==> config.mk <==
export PLATFORM = sky130hd
export DESIGN_NAME = gn2o_div
export DESIGN_NICKNAME = d
export VERILOG_FILES = /design/src/gn2o_pkg.sv /design/src/gn2o_div.sv
export SDC_FILE = /design/constraint.sdc
export NUM_CORES = 1
export LEC_CHECK = 0
export BUFFER_PORTS_ARGS = -buffer_cell sky130_fd_sc_hd__buf_2
export CAP_MARGIN = 20
export CORE_UTILIZATION = 59
export CTS_CLUSTER_DIAMETER = 30
export CTS_CLUSTER_SIZE = 8
export DETAILED_ROUTE_END_ITERATION = 8
export PLACE_DENSITY = 0.95
export REMOVE_ABC_BUFFERS = 1
export SKIP_LAST_GASP = 1
export SLEW_MARGIN = 20
export SYNTH_ARGS = -nofsm -noshare
export SYNTH_HDL_FRONTEND = slang
export SYNTH_SLANG_ARGS = --single-unit
export TNS_END_PERCENT = 50
==> constraint.sdc <==
create_clock -name clk -period 5.1 [get_ports clk]
set_input_delay 1.02 -clock clk [delete_from_list [all_inputs] [get_ports clk]]
set_output_delay 1.02 -clock clk [all_outputs]
set_load 0.02 [all_outputs]
==> src/gn2o_pkg.sv <==
// ----------------------------------------------------------------------------
// gn2o_pkg
// Shared widths, constants, register codes and divider handshake types for
// the 2-D gradient noise octave unit.
// ----------------------------------------------------------------------------
`default_nettype none

package gn2o_pkg;

  // Fixed-point format and table geometry
  localparam int FRAC_BITS   = 16;
  localparam int TBL_AW      = 8;
  localparam int MAX_OCTAVES = 8;
  localparam int COORD_W     = 32;
  localparam int NOISE_W     = 20;

  // Internal widths
  localparam int FREQ_W = 32;
  localparam int AMP_W  = 17;
  localparam int ASUM_W = 20;
  localparam int TOT_W  = 27;
  localparam int DVD_W  = TOT_W + FRAC_BITS;
  localparam int DVS_W  = ASUM_W;
  localparam int DIV_CW = $clog2(DVD_W + 1);

  // Register widths and reset values
  localparam int OCT_W  = 4;
  localparam int PERS_W = 17;
  localparam int LAC_W  = 18;
  localparam logic [OCT_W-1:0]  OCT_RST  = 4'd4;
  localparam logic [PERS_W-1:0] PERS_RST = 17'd32768;
  localparam logic [LAC_W-1:0]  LAC_RST  = 18'd131072;

  // Register indexes
  localparam logic [1:0] REG_OCT  = 2'd0;
  localparam logic [1:0] REG_PERS = 2'd1;
  localparam logic [1:0] REG_LAC  = 2'd2;

  // Item codes
  localparam logic OP_LOAD   = 1'b0;
  localparam logic OP_SAMPLE = 1'b1;

  typedef struct packed {
    logic             start;
    logic             neg;
    logic [DVD_W-1:0] dividend;
    logic [DVS_W-1:0] divisor;
  } div_req_t;

  typedef struct packed {
    logic             done;
    logic             neg;
    logic [DVD_W-1:0] quot;
  } div_rsp_t;

endpackage

`default_nettype wire

==> src/gn2o_div.sv <==
// ----------------------------------------------------------------------------
// gn2o_div
// Restoring unsigned divider, one quotient bit per cycle.
// ----------------------------------------------------------------------------
`default_nettype none

module gn2o_div (
  input  wire logic               clk,
  input  wire logic               rst_n,
  input  wire gn2o_pkg::div_req_t req,
  output gn2o_pkg::div_rsp_t      rsp
);

  logic                           busy_r, busy_nxt;
  logic                           done_r, done_nxt;
  logic                           neg_r, neg_nxt;
  logic [gn2o_pkg::DIV_CW-1:0]    cnt_r, cnt_nxt;
  logic [gn2o_pkg::DVD_W-1:0]     q_r, q_nxt;
  logic [gn2o_pkg::DVS_W-1:0]     rem_r, rem_nxt;
  logic [gn2o_pkg::DVS_W-1:0]     dvs_r, dvs_nxt;
  logic [gn2o_pkg::DVS_W:0]       trial;
  logic [gn2o_pkg::DVS_W:0]       diff;

  // one restoring step
  always_comb begin
    trial    = {rem_r, q_r[gn2o_pkg::DVD_W-1]};
    diff     = trial - {1'b0, dvs_r};
    busy_nxt = busy_r;
    done_nxt = 1'b0;
    neg_nxt  = neg_r;
    cnt_nxt  = cnt_r;
    q_nxt    = q_r;
    rem_nxt  = rem_r;
    dvs_nxt  = dvs_r;
    if (req.start) begin
      busy_nxt = 1'b1;
      neg_nxt  = req.neg;
      cnt_nxt  = gn2o_pkg::DIV_CW'(gn2o_pkg::DVD_W);
      q_nxt    = req.dividend;
      rem_nxt  = '0;
      dvs_nxt  = req.divisor;
    end else if (busy_r) begin
      if (trial >= {1'b0, dvs_r}) begin
        rem_nxt = diff[gn2o_pkg::DVS_W-1:0];
        q_nxt   = {q_r[gn2o_pkg::DVD_W-2:0], 1'b1};
      end else begin
        rem_nxt = trial[gn2o_pkg::DVS_W-1:0];
        q_nxt   = {q_r[gn2o_pkg::DVD_W-2:0], 1'b0};
      end
      cnt_nxt = cnt_r - 1'b1;
      if (cnt_r == gn2o_pkg::DIV_CW'(1)) begin
        busy_nxt = 1'b0;
        done_nxt = 1'b1;
      end
    end
  end

  always_ff @(posedge clk) begin
    if (!rst_n) begin
      busy_r <= 1'b0;
      done_r <= 1'b0;
    end else begin
      busy_r <= busy_nxt;
      done_r <= done_nxt;
    end
    neg_r <= neg_nxt;
    cnt_r <= cnt_nxt;
    q_r   <= q_nxt;
    rem_r <= rem_nxt;
    dvs_r <= dvs_nxt;
  end

  assign rsp.done = done_r;
  assign rsp.neg  = neg_r;
  assign rsp.quot = q_r;

endmodule

`default_nettype wire
==> results.toml <==
[run_status]
outcome = "finished, final reports clean"

[clock_tree]
cts_tree = "yes"
clk_latency_ns = 0.37
cts_setup_buffers = 0
cts_buffers = 9
clock_path_buffers = 2
path_clk_slew_ns = 0.10
post_cts_resized = 0
hold_buffers = 0
htree_levels = 3
cts-root-buf = "clkbuf_8"
cts.sinks = 92

[placement]
numPortBuffers = 111
gp_congestion = 0.918
dp_hpwl_um = 9690

[global_routing]
grt_pass1_vias = 4122
grt_max_degree = 44
grt_util_all_layers_pct = 30.6
grt_antenna_before_repair = 0
grt_overflow = 0
grt_pass1_wl_um = 20300

[route]
via_per_inst = 6.45
top_layer = "met4"
dr.first_iter.drc_count = 506
route.met3.wl_um = 1440
vias = 4304
detail-route-antenna-nets = 0
drc = 0
routed_wl_um = 13200
wl_per_cell_um = 19.7
wl_met1_um = 4910
wl_met2_um = 6280
dr.pass1.iters = 7

[floorplanning]
die_y_um = 94.1
dieWidth_um = 94.1
coreArea_mm2 = 0.00822
initial_core_util_pct = 60.9
row_count = 33
num_io_pins = 112
dieArea_mm2 = 0.00885

[sta]
slew_viol_final = 0
rsz0062_at_grt = "no"
tightest_slew_ns = 0.854
tns_ns = 0
period_share_pct = 54.9
hold_viol_final = 0
setup_viol = 0
clock_skew_ns = 0.0135
relSlewSlack_pct = 43.1
fmax_mhz = 357
min_period_ns = 2.80

[layout]
diodes = 0
area_growth_pct = 15.9
layout-drive-gt1-share_pct = 33.1
regArea_mm2 = 0.00248
fillers = 543
multiInputGateArea_mm2 = 0.00230
final_nets = 647

[critical_path]
worst-setup-path-type = "reg2reg"
path_depth = 8
cpLargestDelayFamily = "compound AO/OA/AOI/OAI gates"
max_stage_delay_ns = 0.46
rr_worst_depth = 8
crit_path_top_delay_cell = "o21a_1"
start_kind = "flop"
critPathCaptureType = "flop"
crit_buf_inv = 1
crit_arrival_ns = 3.07
required_ns = 5.37
crit_chain = "inv_1, ha_1, nand3_1, nor2_2, a21boi_2, o21a_1, nor2_1, o311ai_1"
critPathMaxFanout = 11

[synthesis]
synth.most_common_cell = "edfxtp_1"
synth_common_cells = "edfxtp_1 (64), mux2_2 (44), nand2_1 (43)"
synth_cell_type_count = 67
synthMuxAreaShare_pct = 10.3
seq_area_frac_synth_pct = 49.6
synth_warnings = 0
synth-seq-cells = 92
synth_compound_area_share_pct = 13.8
synth_top_area_share_pct = 38.4
synth_top_area_cell = "edfxtp_1"
synth_xor_area_share_pct = 2.10
async_flop_share_pct = 0
syn_avg_cell_area_um2 = 11.0
synth_fa_ha_area_share_pct = 5.90
synth_top_family_by_area = "simple AND/OR/NAND/NOR gates"
synth_area_leaders = "edfxtp_1 (38%), dfxtp_1 (11%), mux2_2 (9.9%), ha_1 (5.5%), nand2_1 (3.2%)"
synth-edff-count = 64
synth-simple-area-share_pct = 13.8
syn_area_mm2 = 0.00500
synth_cells = 455
synthFlopType = "edfxtp_1"

[hold_path]
whs_path_depth = 2
hold_path_class = "reg2reg"

[power]
powerDensity_mw_per_mm2 = 291
finalPower_w = 0.00169
ir_drop_uv = 211
p_leak_nw = 2.45

[job]
drv_cap = 0
-- final timing paths --
kind | from | end | slack, ns
setup / recovery | dvs_r[9]$_DFFE_PP_ | rem_r[1]$_SDFFE_PP0P_ | 2.30
hold / removal | rem_r[13]$_SDFFE_PP0P_ | rem_r[13]$_SDFFE_PP0P_ | 0.51
setup reg to reg | dvs_r[9]$_DFFE_PP_ | rem_r[1]$_SDFFE_PP0P_ | 2.30
hold reg to reg | rem_r[13]$_SDFFE_PP0P_ | rem_r[13]$_SDFFE_PP0P_ | 0.51
-- cells in the final DEF, fill, tap and decap left out, types with 4 or more instances in the layout --
| master | synthesis | routed |
|---|---|---|
| a211o_1 | 4 | 4 |
| inv_1 | 27 | 27 |
| mux2_2 | 44 | 44 |
| nor3_1 | 10 | 10 |
| and3_1 | 4 | 4 |
| o21a_1 | 4 | 4 |
| a311oi_1 | 4 | 4 |
| nand4_1 | 16 | 16 |
| dfxtp_1 | 28 | 28 |
| o21ai_0 | 9 | 9 |
| nor2b_1 | 6 | 6 |
| nand2_1 | 43 | 43 |
| clkbuf_8 | 0 | 9 |
| buf_2 | 8 | 111 |
| nor2_1 | 20 | 20 |
| o21bai_1 | 4 | 4 |
| nand2b_1 | 5 | 5 |
| a21oi_1 | 17 | 17 |
| nand3_1 | 11 | 11 |
| edfxtp_1 | 64 | 64 |
| or3_1 | 4 | 4 |
| o211ai_1 | 11 | 11 |
| a21o_1 | 6 | 6 |
| ha_1 | 22 | 22 |
| buf_4 | 2 | 5 |
| xnor2_1 | 9 | 9 |
-- cell type report --
type	count	share of cell area (%)
sequential	92	42.8
multi-input combinational	311	39.6
timing repair buffer	116	10.2
tap	105	2.27
clock buffer	9	2.14
inverter	27	1.75
clock inverter	7	1.17
-- report_power, final --
group          total [W]  switching (W)  internal (W)  leakage [nW]
clock network   0.000482       0.000292      0.000190        0.0993
registers       0.000900      0.0000348      0.000865         0.866
logic           0.000305       0.000182      0.000124          1.48
-- metal layers --
| layer | global-route usage [%] | vias up |
|---|---|---|
| met2 | 51.4 | 334 |
| met5 | 0 | - |
| met3 | 6.07 | 51 |
| met1 | 37.2 | 1997 |
| met4 | 16.0 | 0 |
| li1 | - | 1922 |
-- metrics by stage --
stage,hold slack [ns],worst slack [ns],std cells,util (%),instance area [um^2]
CTS,0.506,2.40,667,70.5,5800
floorplan,0.452,2.30,430,-,4880
global placement,0.485,2.24,651,68.2,5600
finish,0.511,2.30,667,70.5,5800
global route,0.535,2.15,667,70.5,5800
detailed placement,0.490,2.16,651,68.2,5600
-- tightest hold or removal path, delay by kind of cell, from the launching register on --
kind	cells	cell delay, ns
and+or+nand+nor	2	0.12
DFF	1	0.34
-- registers in the layout, indices dropped and copies added, names as in the netlist --
register	count
q_r	43
rem_r	20
busy_r	1
dvs_r	20
neg_r	1
cnt_r	6
done_r	1
-- kinds of logic after synthesis --
kind of cell,count (synthesis)
compound gates,94
xor+xnor,12
fa+ha+maj,23
buf+inv,52
flops,92
mux,46
simple gates,136
Power figures use the tool's default switching activity.
